## src/sv/cpa_pkg.sv

```systemverilog
// Shared types and constants of the chunk pool allocator.
`timescale 1ns / 1ps
package cpa_pkg;
   localparam int MaxBlocks      = 16;
   localparam int FreeEntries    = 64;
   localparam int MaxBlockChunks = 4096;

   localparam int BlkW = 4;
   localparam int ChkW = 12;
   localparam int CntW = 13;
   localparam int NumW = 25;
   localparam int CsW  = 17;

   localparam logic [2:0] ST_OK         = 3'd0;
   localparam logic [2:0] ST_NO_BLOCKS  = 3'd1;
   localparam logic [2:0] ST_TOO_LARGE  = 3'd2;
   localparam logic [2:0] ST_BAD_FREE   = 3'd3;
   localparam logic [2:0] ST_TABLE_FULL = 3'd4;

   localparam logic [1:0] REG_PAYLOAD = 2'd0;
   localparam logic [1:0] REG_HEADER  = 2'd1;
   localparam logic [1:0] REG_BLOCK   = 2'd2;

   localparam logic REQ_ALLOC = 1'b0;

   typedef struct packed {
      logic [BlkW-1:0] blk;
      logic [ChkW-1:0] chk;
      logic [CntW-1:0] cnt;
   } entry_type;
endpackage

```

## src/sv/cpa_ram.sv

```systemverilog
// Generic simple dual-port RAM with registered read.
`timescale 1ns / 1ps
module cpa_ram #(
   parameter int WIDTH = 8,
   parameter int DEPTH = 16
) (
   input  logic                     clock,
   input  logic                     wr_en,
   input  logic [$clog2(DEPTH)-1:0] wr_addr,
   input  logic [WIDTH-1:0]         wr_data,
   input  logic [$clog2(DEPTH)-1:0] rd_addr,
   output logic [WIDTH-1:0]         rd_data
);
   logic [WIDTH-1:0] mem [DEPTH];

   always_ff @(posedge clock) begin
      if (wr_en) begin
         mem[wr_addr] <= wr_data;
      end
      rd_data <= mem[rd_addr];
   end
endmodule

```

## src/sv/chunk_pool_allocator_unit.sv

```systemverilog
// Top level of the chunk pool allocator.
`timescale 1ns / 1ps
// One request at a time: an allocate runs a bit-serial divider that sizes the
// run, then walks the sorted free table in RAM entry by entry (read, then
// evaluate); removing a granted entry or inserting a freed run shifts the
// table with the same read and evaluate steps per entry. Result beats sit in
// an output register, so the next request can be taken while a result waits;
// that request then holds in its final state until the waiting result is taken.
module chunk_pool_allocator_unit
   import cpa_pkg::*;
#(
   parameter int MAX_BLOCKS   = MaxBlocks,
   parameter int FREE_ENTRIES = FreeEntries
) (
   input  logic        clock,
   input  logic        reset,
   input  logic        csr_write,
   input  logic [1:0]  csr_index,
   input  logic [15:0] csr_data,
   input  logic        req_valid,
   output logic        req_stall,
   input  logic        req_type,
   input  logic [23:0] req_alloc_bytes,
   input  logic [3:0]  req_free_block,
   input  logic [11:0] req_free_chunk,
   input  logic [12:0] req_free_chunks,
   output logic        rsp_valid,
   input  logic        rsp_stall,
   output logic [2:0]  rsp_status,
   output logic [3:0]  rsp_block_index,
   output logic [11:0] rsp_chunk_index,
   output logic [12:0] rsp_chunks_granted
);
   localparam int IW  = $clog2(FREE_ENTRIES);
   localparam int CW  = $clog2(FREE_ENTRIES + 1);
   localparam int BUW = $clog2(MAX_BLOCKS + 1);

   typedef enum logic [3:0] {
      S_IDLE, S_DIV, S_CHECK, S_SRD, S_SEV, S_MRD, S_MEV,
      S_BUMP, S_FREE, S_IRD, S_IEV, S_IFIN, S_OPEN, S_FIN
   } state_type;

   state_type        state_ff, state_in;
   logic [15:0]      pay_ff, pay_in;
   logic [7:0]       hdr_ff, hdr_in;
   logic [12:0]      bcr_ff, bcr_in;
   logic [3:0]       fblk_ff, fblk_in;
   logic [11:0]      fchk_ff, fchk_in;
   logic [12:0]      fcnt_ff, fcnt_in;
   logic [NumW-1:0]  num_ff, num_in;
   logic [CsW:0]     rem_ff, rem_in;
   logic [CsW-1:0]   cs_ff, cs_in;
   logic [4:0]       dcnt_ff, dcnt_in;
   logic [12:0]      need_ff, need_in;
   logic [IW-1:0]    i_ff, i_in;
   logic [CW-1:0]    fc_ff, fc_in;
   logic [BUW-1:0]   tb_ff, tb_in;
   logic [BUW-1:0]   biu_ff, biu_in;
   logic [12:0]      tc_ff, tc_in;
   entry_type        ins_ff, ins_in;
   logic             open_ff, open_in;
   logic [2:0]       st_ff, st_in;
   entry_type        res_ff, res_in;
   logic             rv_ff, rv_in;
   logic [2:0]       ost_ff, ost_in;
   entry_type        ores_ff, ores_in;

   logic             ram_we;
   logic [IW-1:0]    ram_waddr;
   entry_type        ram_wdata, ram_rdata;

   logic [12:0]      bc;
   logic [CsW-1:0]   cs_now;
   logic [CsW:0]     rem_sh;
   logic [31:0]      tb32, biu32;
   logic             fits, tail;

   cpa_ram #(.WIDTH($bits(entry_type)), .DEPTH(FREE_ENTRIES)) u_table (
      .clock   (clock),
      .wr_en   (ram_we),
      .wr_addr (ram_waddr),
      .wr_data (ram_wdata),
      .rd_addr (i_ff),
      .rd_data (ram_rdata)
   );

   assign req_stall          = (state_ff != S_IDLE);
   assign rsp_valid          = rv_ff;
   assign rsp_status         = ost_ff;
   assign rsp_block_index    = ores_ff.blk;
   assign rsp_chunk_index    = ores_ff.chk;
   assign rsp_chunks_granted = ores_ff.cnt;

   always_comb begin
      if (bcr_ff < 13'd2) begin
         bc = 13'd2;
      end else if (bcr_ff > 13'(MaxBlockChunks)) begin
         bc = 13'(MaxBlockChunks);
      end else begin
         bc = bcr_ff;
      end
      cs_now = CsW'(((pay_ff == 16'd0) ? 16'd1 : pay_ff)) + CsW'(hdr_ff);
      rem_sh = {rem_ff[CsW-1:0], num_ff[NumW-1]};
      tb32   = 32'(tb_ff);
      biu32  = 32'(biu_ff);
      fits   = (biu_ff != '0) && ((14'(tc_ff) + 14'(need_ff)) < 14'(bc));
      tail   = (biu_ff != '0) && (tc_ff < bc);
   end

   always_comb begin
      state_in = state_ff;
      pay_in = pay_ff;   hdr_in = hdr_ff;   bcr_in = bcr_ff;
      fblk_in = fblk_ff; fchk_in = fchk_ff; fcnt_in = fcnt_ff;
      num_in = num_ff;   rem_in = rem_ff;   cs_in = cs_ff;     dcnt_in = dcnt_ff;
      need_in = need_ff; i_in = i_ff;       fc_in = fc_ff;
      tb_in = tb_ff;     biu_in = biu_ff;   tc_in = tc_ff;
      ins_in = ins_ff;   open_in = open_ff; st_in = st_ff;     res_in = res_ff;
      rv_in = rv_ff;     ost_in = ost_ff;   ores_in = ores_ff;
      ram_we = 1'b0;
      ram_waddr = i_ff;
      ram_wdata = ram_rdata;

      if (rv_ff && !rsp_stall) begin
         rv_in = 1'b0;
      end

      if (csr_write) begin
         case (csr_index)
            REG_PAYLOAD: pay_in = csr_data;
            REG_HEADER:  hdr_in = csr_data[7:0];
            REG_BLOCK:   bcr_in = csr_data[12:0];
            default: ;
         endcase
      end

      case (state_ff)
         S_IDLE: begin
            if (req_valid) begin
               fblk_in = req_free_block;
               fchk_in = req_free_chunk;
               fcnt_in = req_free_chunks;
               st_in   = ST_OK;
               res_in  = '0;
               cs_in   = cs_now;
               num_in  = NumW'(req_alloc_bytes) + NumW'(hdr_ff) + NumW'(cs_now)
                         - NumW'(1);
               rem_in  = '0;
               dcnt_in = 5'(NumW - 1);
               state_in = (req_type == REQ_ALLOC) ? S_DIV : S_FREE;
            end
         end
         S_DIV: begin
            // one quotient bit a cycle, shifted into the numerator register
            if (rem_sh >= (CsW + 1)'(cs_ff)) begin
               rem_in = rem_sh - (CsW + 1)'(cs_ff);
               num_in = {num_ff[NumW-2:0], 1'b1};
            end else begin
               rem_in = rem_sh;
               num_in = {num_ff[NumW-2:0], 1'b0};
            end
            dcnt_in = dcnt_ff - 5'd1;
            if (dcnt_ff == '0) begin
               state_in = S_CHECK;
            end
         end
         S_CHECK: begin
            if (num_ff >= NumW'(bc)) begin
               st_in = ST_TOO_LARGE;
               state_in = S_FIN;
            end else begin
               need_in = (num_ff == '0) ? 13'd1 : num_ff[12:0];
               i_in = '0;
               state_in = (fc_ff == '0) ? S_BUMP : S_SRD;
            end
         end
         S_SRD: state_in = S_SEV;
         S_SEV: begin
            if (ram_rdata.cnt >= need_ff) begin
               res_in = ram_rdata;
               if ((CW'(i_ff) + CW'(1)) < fc_ff) begin
                  i_in = IW'(i_ff + 1'b1);
                  state_in = S_MRD;
               end else begin
                  fc_in = fc_ff - CW'(1);
                  state_in = S_FIN;
               end
            end else if ((CW'(i_ff) + CW'(1)) == fc_ff) begin
               state_in = S_BUMP;
            end else begin
               i_in = IW'(i_ff + 1'b1);
               state_in = S_SRD;
            end
         end
         S_MRD: state_in = S_MEV;
         S_MEV: begin
            // close the gap: move the entry down one place
            ram_we = 1'b1;
            ram_waddr = IW'(i_ff - 1'b1);
            if ((CW'(i_ff) + CW'(1)) < fc_ff) begin
               i_in = IW'(i_ff + 1'b1);
               state_in = S_MRD;
            end else begin
               fc_in = fc_ff - CW'(1);
               state_in = S_FIN;
            end
         end
         S_BUMP: begin
            if (fits) begin
               res_in.blk = tb32[3:0];
               res_in.chk = tc_ff[11:0];
               res_in.cnt = need_ff;
               tc_in = tc_ff + need_ff;
               state_in = S_FIN;
            end else if (biu32 >= 32'(MAX_BLOCKS)) begin
               st_in = ST_NO_BLOCKS;
               state_in = S_FIN;
            end else if (tail && (32'(fc_ff) >= 32'(FREE_ENTRIES))) begin
               st_in = ST_TABLE_FULL;
               state_in = S_FIN;
            end else if (tail) begin
               ins_in.blk = tb32[3:0];
               ins_in.chk = tc_ff[11:0];
               ins_in.cnt = bc - tc_ff;
               open_in = 1'b1;
               i_in = IW'(fc_ff - CW'(1));
               state_in = S_IRD;
            end else begin
               state_in = S_OPEN;
            end
         end
         S_OPEN: begin
            tb_in  = BUW'(biu_ff);
            biu_in = biu_ff + BUW'(1);
            res_in.blk = biu32[3:0];
            res_in.chk = '0;
            res_in.cnt = need_ff;
            tc_in = need_ff;
            state_in = S_FIN;
         end
         S_FREE: begin
            if ((fcnt_ff == '0) || (fcnt_ff >= bc) || (32'(fblk_ff) >= biu32)
                || (13'(fchk_ff) >= bc)) begin
               st_in = ST_BAD_FREE;
               state_in = S_FIN;
            end else if (32'(fc_ff) >= 32'(FREE_ENTRIES)) begin
               st_in = ST_TABLE_FULL;
               state_in = S_FIN;
            end else begin
               ins_in.blk = fblk_ff;
               ins_in.chk = fchk_ff;
               ins_in.cnt = fcnt_ff;
               open_in = 1'b0;
               if (fc_ff == '0) begin
                  i_in = '0;
                  state_in = S_IFIN;
               end else begin
                  i_in = IW'(fc_ff - CW'(1));
                  state_in = S_IRD;
               end
            end
         end
         S_IRD: state_in = S_IEV;
         S_IEV: begin
            // walk down from the top, shifting up every entry not smaller
            if (ram_rdata.cnt >= ins_ff.cnt) begin
               ram_we = 1'b1;
               ram_waddr = IW'(i_ff + 1'b1);
               if (i_ff == '0) begin
                  state_in = S_IFIN;
               end else begin
                  i_in = IW'(i_ff - 1'b1);
                  state_in = S_IRD;
               end
            end else begin
               i_in = IW'(i_ff + 1'b1);
               state_in = S_IFIN;
            end
         end
         S_IFIN: begin
            ram_we = 1'b1;
            ram_waddr = i_ff;
            ram_wdata = ins_ff;
            fc_in = fc_ff + CW'(1);
            state_in = open_ff ? S_OPEN : S_FIN;
         end
         S_FIN: begin
            if (!rv_ff || !rsp_stall) begin
               rv_in = 1'b1;
               ost_in = st_ff;
               ores_in = res_ff;
               state_in = S_IDLE;
            end
         end
         default: state_in = S_IDLE;
      endcase

      // a tail insert when fc is zero skips the walk and writes entry zero directly
      if ((state_ff == S_BUMP) && tail && fits == 1'b0 && fc_ff == '0
          && !(biu32 >= 32'(MAX_BLOCKS))) begin
         i_in = '0;
         state_in = S_IFIN;
      end
   end

   always_ff @(posedge clock) begin
      if (reset) begin
         state_ff <= S_IDLE;
         pay_ff   <= 16'd64;
         hdr_ff   <= 8'd16;
         bcr_ff   <= 13'd4096;
         fc_ff    <= '0;
         tb_ff    <= '0;
         biu_ff   <= '0;
         tc_ff    <= '0;
         rv_ff    <= 1'b0;
      end else begin
         state_ff <= state_in;
         pay_ff   <= pay_in;
         hdr_ff   <= hdr_in;
         bcr_ff   <= bcr_in;
         fc_ff    <= fc_in;
         tb_ff    <= tb_in;
         biu_ff   <= biu_in;
         tc_ff    <= tc_in;
         rv_ff    <= rv_in;
      end
      fblk_ff <= fblk_in;
      fchk_ff <= fchk_in;
      fcnt_ff <= fcnt_in;
      num_ff  <= num_in;
      rem_ff  <= rem_in;
      cs_ff   <= cs_in;
      dcnt_ff <= dcnt_in;
      need_ff <= need_in;
      i_ff    <= i_in;
      ins_ff  <= ins_in;
      open_ff <= open_in;
      st_ff   <= st_in;
      res_ff  <= res_in;
      ost_ff  <= ost_in;
      ores_ff <= ores_in;
   end
endmodule

```

## config.mk

```make
export PLATFORM = sky130hd
export DESIGN_NAME = chunk_pool_allocator_unit
export DESIGN_NICKNAME = d
export VERILOG_FILES = /design/src/sv/cpa_pkg.sv /design/src/sv/cpa_ram.sv /design/src/sv/chunk_pool_allocator_unit.sv
export SDC_FILE = /design/constraint.sdc
export NUM_CORES = 2
export LEC_CHECK = 0
export ABC_AREA = 1
export BUFFER_PORTS_ARGS = -buffer_cell sky130_fd_sc_hd__buf_2
export CAP_MARGIN = 40
export CORE_MARGIN = 2
export CORE_UTILIZATION = 25
export DETAILED_ROUTE_END_ITERATION = 6
export PLACE_DENSITY = 0.37
export REMOVE_ABC_BUFFERS = 1
export SETUP_SLACK_MARGIN = 0.3
export SYNTH_ARGS = -nofsm -noshare
export SYNTH_HDL_FRONTEND = slang
export SYNTH_SLANG_ARGS = --single-unit
```

## constraint.sdc

```tcl
create_clock -name clock -period 5 [get_ports clock]
set_input_delay 0.25 -clock clock [delete_from_list [all_inputs] [get_ports clock]]
set_output_delay 0.25 -clock clock [all_outputs]
set_load 0.005 [all_outputs]
```

; ---- After elaboration in Yosys (flattened, before gate mapping)
; Memory sizes are Yosys's and may differ from the RTL's. A register that Yosys moved wholly into a read port is not among the register bits.
; Index checks and enable logic that the tools add are counted.
[totals]
ff_bits = 277
latchBits = 0
ramBits = 1856
romBits = 0
inputBits = 77
output_inout_bits = 34
mem_count = 1
[memory_table]
columns = name, depth, word_bits, rd, rd_clocked_by_memory_dff, write_ports, line_no
row1 = u_table.mem, 64, 29, 1, 1, 1, cpa_ram.sv:14  ; logic [WIDTH-1:0] mem [DEPTH];
[classes]
addsub = 15
n_mul = 0
div_mod_pow = 0
magnitude_cmp = 14
eq_ne = 36
shifts = 0
muxes = 87
bitwise_logic = 2
n_reduce_logical = 49
[ops]
columns = op, count
row1 = $mux W29, 10
row2 = $pmux W29 S4, 1
row3 = $mux W6, 14
row4 = $pmux W29 S2, 1
row5 = $pmux W4 S14, 1
row6 = $pmux W25 S2, 1
row7 = $mux W3, 15
row8 = $ge A13 B13 Y1, 3
row9 = $mux W13, 3
row10 = $mux W4, 9
row11 = $pmux W6 S6, 1
row12 = $mux W17, 2
row13 = $pmux W17 S2, 1
row14 = $ne A2 B2 Y1 const B, 13
row15 = $pmux W13 S2, 1
row16 = $add A24 B8 Y25, 1
row17 = $add A25 B17 Y25, 1
row18 = $ge A25 B13 Y1, 1
row19 = $logic_not A25 Y1, 1
row20 = $mux W25, 1
row21 = $sub A25 B1 Y25 const B, 1
row22 = $eq A4 B4 Y1 const B, 6
row23 = $pmux W7 S3, 1
row24 = $ge A18 B17 Y1, 1
row25 = 61 further kinds, 113

; ---- Longest topological paths before layout
[logic_depth]
depth_word = 11
depth_mapped = 29

; ---- Modules after synthesis
; From an unflattened synthesis, not the netlist that was laid out.
[unflattened]
cells_unflattened = 8617
area_unflattened_um2 = 94580.7
[by_module_without_submodules]
columns = module, n_inst, cells_each, area_each_um2, seq_area_each_um2
row1 = cpa_ram, 1, 6316, 75637.5, 56314.0
row2 = chunk_pool_allocator_unit, 1, 2301, 18943.2, 7547.2

; ---- Worst setup path after synthesis
; Ideal clock, no wire load.
[synth_path]
path_kind = flip-flop to flip-flop
startpoint = register state_ff[0]
endpoint = register dcnt_ff[0], enable pin
setup_time_ns = 0.517
arrival_ns = 4.263
slack_ns = 0.220
path_stages_with_launch = 6
n_path_buf = 0
synth_period_minus_slack_ns = 4.780
path_cell_list = dfxtp_1 -> nor2_1 -> inv_1 -> nor2_1 -> inv_1 -> o21ai_0
[synth_via]
elab_chain_cells = 3
[synth_rtl]
columns = item, line_no
row1 = start: declaration, chunk_pool_allocator_unit.sv:43  ; state_type state_ff, state_in;
row2 = start signal: assignment, chunk_pool_allocator_unit.sv:317  ; state_ff <= state_in;
row3 = $eq A4 B1 Y1 / $logic_not A4 Y1 (equally long branches), chunk_pool_allocator_unit.sv:136  ; case (state_ff)
row4 = $reduce_bool A2 Y1 (no line) / $ne A2 B2 Y1 (equally long branches), -
row5 = $reduce_and A2 Y1 (no line) (*), -
row6 = end signal: assignment, chunk_pool_allocator_unit.sv:333  ; dcnt_ff <= dcnt_in;
row7 = end: declaration, chunk_pool_allocator_unit.sv:53  ; logic [4:0] dcnt_ff, dcnt_in;
; Every way passes the cells marked *; elsewhere a longest branch is shown, timed or not.
; A chain may end at the register's enable or synchronous reset.

; ---- Worst setup path after layout
[layout_path]
startpoint = register pay_ff[8]
endpoint = register num_ff[23], data pin
[layout_via]
elab_chain_cells = 7
[layout_rtl]
columns = item, line_no
row1 = start: declaration, chunk_pool_allocator_unit.sv:44  ; logic [15:0] pay_ff, pay_in;
row2 = start signal: assignment, chunk_pool_allocator_unit.sv:318  ; pay_ff <= pay_in;
row3 = $logic_not A16 Y1, chunk_pool_allocator_unit.sv:102  ; cs_now = CsW'(((pay_ff == 16'd0) ? 16'd1 : pay_ff)) + CsW'(hdr_ff);
row4 = $mux W16 (*), chunk_pool_allocator_unit.sv:102
row5 = $add A16 B8 Y17 (*), chunk_pool_allocator_unit.sv:102
row6 = $add A25 B17 Y25 (*), chunk_pool_allocator_unit.sv:145  ; num_in = NumW'(req_alloc_bytes) + NumW'(hdr_ff) + NumW'(cs_now)
row7 = $sub A25 B1 Y25 (*), chunk_pool_allocator_unit.sv:146  ; - NumW'(1);
row8 = $mux W25 (*), chunk_pool_allocator_unit.sv:138  ; if (req_valid) begin
row9 = $pmux W25 S2 (*), chunk_pool_allocator_unit.sv:136
row10 = net num_in[23], chunk_pool_allocator_unit.sv:50  ; logic [NumW-1:0] num_ff, num_in;
row11 = end signal: assignment, chunk_pool_allocator_unit.sv:330  ; num_ff <= num_in;
row12 = end: declaration, chunk_pool_allocator_unit.sv:50
; The timed path passes the listed nets; every way through them passes the cells marked *. The select of a mux whose other input is x is not followed.

==> results.json <==
{
  "crit_slowest_cell": "dfxtp_2",
  "cap_viol_max_count": 0,
  "multiInputGateArea_mm2": 0.0256,
  "syn_area_mm2": 0.0916,
  "cp_max_fo": 3,
  "yosys_warnings": 0,
  "numClockSinks": 2162,
  "grt_pass1_vias": 60700,
  "rr_endpoint": "num_ff[23]",
  "holdWs_ps": 107,
  "status": "completed",
  "cts_root_buffer": "clkbuf_16",
  "startpoint": "pay_ff[8]",
  "detail-route-antenna-nets": 0,
  "reg2reg_from": "pay_ff[8]",
  "post_dp_cell_area_mm2": 0.100,
  "hp-start": "req_alloc_bytes[22]",
  "grt_overflow": 0,
  "vias_per_cell": 4.83,
  "drc": 0,
  "finalWirelength_mm": 328,
  "portBuffers": 110,
  "grt_max_degree": 180,
  "row_count": 222,
  "die_h_um": 609,
  "synth_ff_type": "edfxtp_1",
  "finClkSkew_ps": 76.8,
  "regToRegSetupSlack_ps": 190,
  "dp_cells": 12400,
  "synth_edf_count": 2056,
  "cp-endpoint": "num_ff[23]",
  "synth_cell_type_count": 67,
  "seq_area_frac_synth_pct": 69.7,
  "initial_core_util_pct": 25.1,
  "period_minus_slack_ps": 4810,
  "p_per_area_mw_per_mm2": 599,
  "arrival_ps": 5370,
  "rsz0062_at_grt": "true",
  "core_area_mm2": 0.365,
  "synthArstFlopShare_pct": 0,
  "critPathMaxStageDelay_ps": 330,
  "vias": 62300,
  "nFillCells": 36900,
  "die_w_um": 609,
  "place.gp.congestion": 0.834,
  "critPathLaunchType": "flop",
  "die-area_mm2": 0.371,
  "syn2layout_area_growth_pct": 19.6,
  "maxSlewHeadroom_pct": 34.7,
  "dp_worst_setup_slack_ps": -392,
  "finalMaxSlewViolations": 0,
  "track_usage_pct": 17.1,
  "dp_hpwl_mm": 193,
  "cp-end-kind": "flop",
  "period_share_pct": 96.3,
  "cts_buffers": 263,
  "ir_drop_v": 0.000379,
  "min_path_type": "in -> reg",
  "register_area_mm2": 0.0639,
  "synth_seq_cells": 2162,
  "power_leakage_uw": 0.0370,
  "cp.required_ps": 5560,
  "max_freq_mhz": 208,
  "cts_max_path_buffers": 4,
  "syn_inst": 7608,
  "clkTransAtPathRegs_ps": 50,
  "drtPass1Iterations": 5,
  "grt_antenna_before_repair": 28,
  "wl_per_cell_um": 25.4,
  "ios": 111,
  "fin_cells": 12900,
  "setup_viol": 0,
  "fin_area_mm2": 0.110,
  "hold_viol": 0,
  "r2r_cells": 30,
  "tritoncts": "built",
  "nNetsFinal": 8179,
  "grt_pass1_wl_mm": 462,
  "clk-insertion-delay-late_ps": 890,
  "syn_avg_cell_area_um2": 12.0,
  "drive_above_1_share_pct": 12.4,
  "layout_setup_ws_ps": 187,
  "crit_type": "reg -> reg",
  "htreeDepth": 5,
  "drt_iter0_drc": 5300,
  "worst_slew_pin_slew_ps": 980
}
report_power, final:
group / switching [uW] / leakage, uW / internal [uW]
Combinational: 17500 / 0.0136 / 5650
Clock: 7640 / 0.00398 / 10800
Sequential: 672 / 0.0195 / 23300
metrics by stage:
| stage | power (uW) | TNS, ps | utilization, % |
|---|---|---|---|
| 2_1_floorplan | 35400 | - | - |
| 3_3_place_gp | 46800 | -1400 | 27.2 |
| 3_5_place_dp | 47500 | -1370 | 27.4 |
| 4_1_cts | 66300 | 0 | 29.9 |
| 5_1_grt | 68700 | -481 | 30.0 |
| 6_report | 65600 | 0 | 30.0 |
repair_timing:
item / 4_1_cts / 5_1_grt
setup endpoints to repair: 12 / 20
hold endpoints to repair: 97 / 0
hold buffers: 66 / 0
pin swaps: 36 / 29
cloned: 0 / 0
gates resized for setup: 68 / 22
setup buffers: 10 / 8
critical path, delay by kind of cell, from the launching register on:
family / cells / cell delay (ps)
flops: 1 / 330
xor+xnor: 1 / 190
compound gates: 3 / 360
fa+ha+maj: 4 / 950
buf+inv: 5 / 590
simple gates: 17 / 2080
layout by cell type, fill, tap and decap left out, types with 112 or more instances in the layout:
cell	n
edfxtp_1	2056
clkbuf_16	275
o22ai_1	286
nand3_1	309
a21oi_1	242
buf_4	221
buf_2	112
ha_1	193
nor2_1	1092
o221ai_1	180
o21ai_0	1075
nand2_1	710
inv_1	340
flip-flops by register name, summed over array words and instances (netlist names), 16 cells and up:
| name | flops |
|---|---|
| res_ff | 29 |
| pay_ff | 16 |
| rem_ff | 17 |
| num_ff | 25 |
| u_table.mem | 1856 |
| ins_ff | 29 |
| cs_ff | 17 |
| u_table.rd_data | 29 |
layout make-up:
cell class,count,area share (%)
Clock buffer,343,6.56
Inverter,366,1.28
Antenna cell,7,0.0160
Clock inverter,114,0.860
Tap cell,4816,5.50
Sequential cell,2162,58.3
Multi-Input combinational cell,4620,23.4
Timing Repair Buffer,473,4.03
worst min path at each step:
stage	end	cells past startpoint
after floorplan	bcr_ff[1]	1
after global placement	rsp_chunks_granted[9]	0
after detailed placement	rsp_chunk_index[9]	0
after CTS	num_ff[24]	6
after global routing	fchk_ff[0]	2
final	num_ff[24]	6
logic make-up after synthesis:
logic type,after synthesis,synth area share (%)
and+or+nand+nor,2365,10.7
DFF,2162,69.7
AOI/OAI and AO/OA,1967,12.3
buffers and inverters,826,3.54
adders and majority gates,216,3.05
xor gates and xnor gates,72,0.709
Yosys cell counts (4+ instances only):
| library cell | number | area, um2 |
|---|---|---|
| a32o_1 | 7 | 70.1 |
| o211ai_1 | 63 | 473 |
| o21a_1 | 6 | 45.0 |
| nand2_2 | 10 | 62.6 |
| a21o_1 | 4 | 30.0 |
| nand3b_1 | 9 | 67.6 |
| a21oi_1 | 253 | 1270 |
| ha_1 | 204 | 2550 |
| inv_2 | 18 | 67.6 |
| fa_1 | 12 | 240 |
| clkbuf_1 | 353 | 1330 |
| xnor2_1 | 25 | 219 |
| or2_2 | 16 | 100 |
| buf_2 | 79 | 395 |
| inv_1 | 344 | 1290 |
| buf_1 | 20 | 75.1 |
| xor2_1 | 46 | 403 |
| buf_4 | 7 | 52.6 |
| nor2_2 | 6 | 37.5 |
| o21ai_1 | 13 | 65.1 |
| nand4_1 | 37 | 231 |
| a31oi_1 | 17 | 106 |
| nor2_4 | 4 | 45.0 |
| a211oi_1 | 9 | 67.6 |
| nor3_1 | 32 | 160 |
| nor2_1 | 1167 | 4380 |
| o22ai_1 | 286 | 1790 |
| nand3_1 | 317 | 1590 |
| o21bai_1 | 7 | 52.6 |
| o21ai_0 | 1100 | 5510 |
| o221ai_1 | 180 | 1580 |
| nor4_1 | 10 | 62.6 |
| dfxtp_1 | 106 | 2120 |
| nand3_4 | 9 | 158 |
| nand2_1 | 731 | 2740 |
| edfxtp_1 | 2056 | 61700 |
metal layers:
layer | up-vias | global-route usage [%] | wire (um)
met5 | - | 0 | 34
met4 | 6 | 4.89 | 9290
li1 | 28400 | - | -
met3 | 405 | 2.09 | 14300
met1 | 31900 | 23.9 | 152000
met2 | 1508 | 27.8 | 152000
Power figures use the tool's default switching activity.
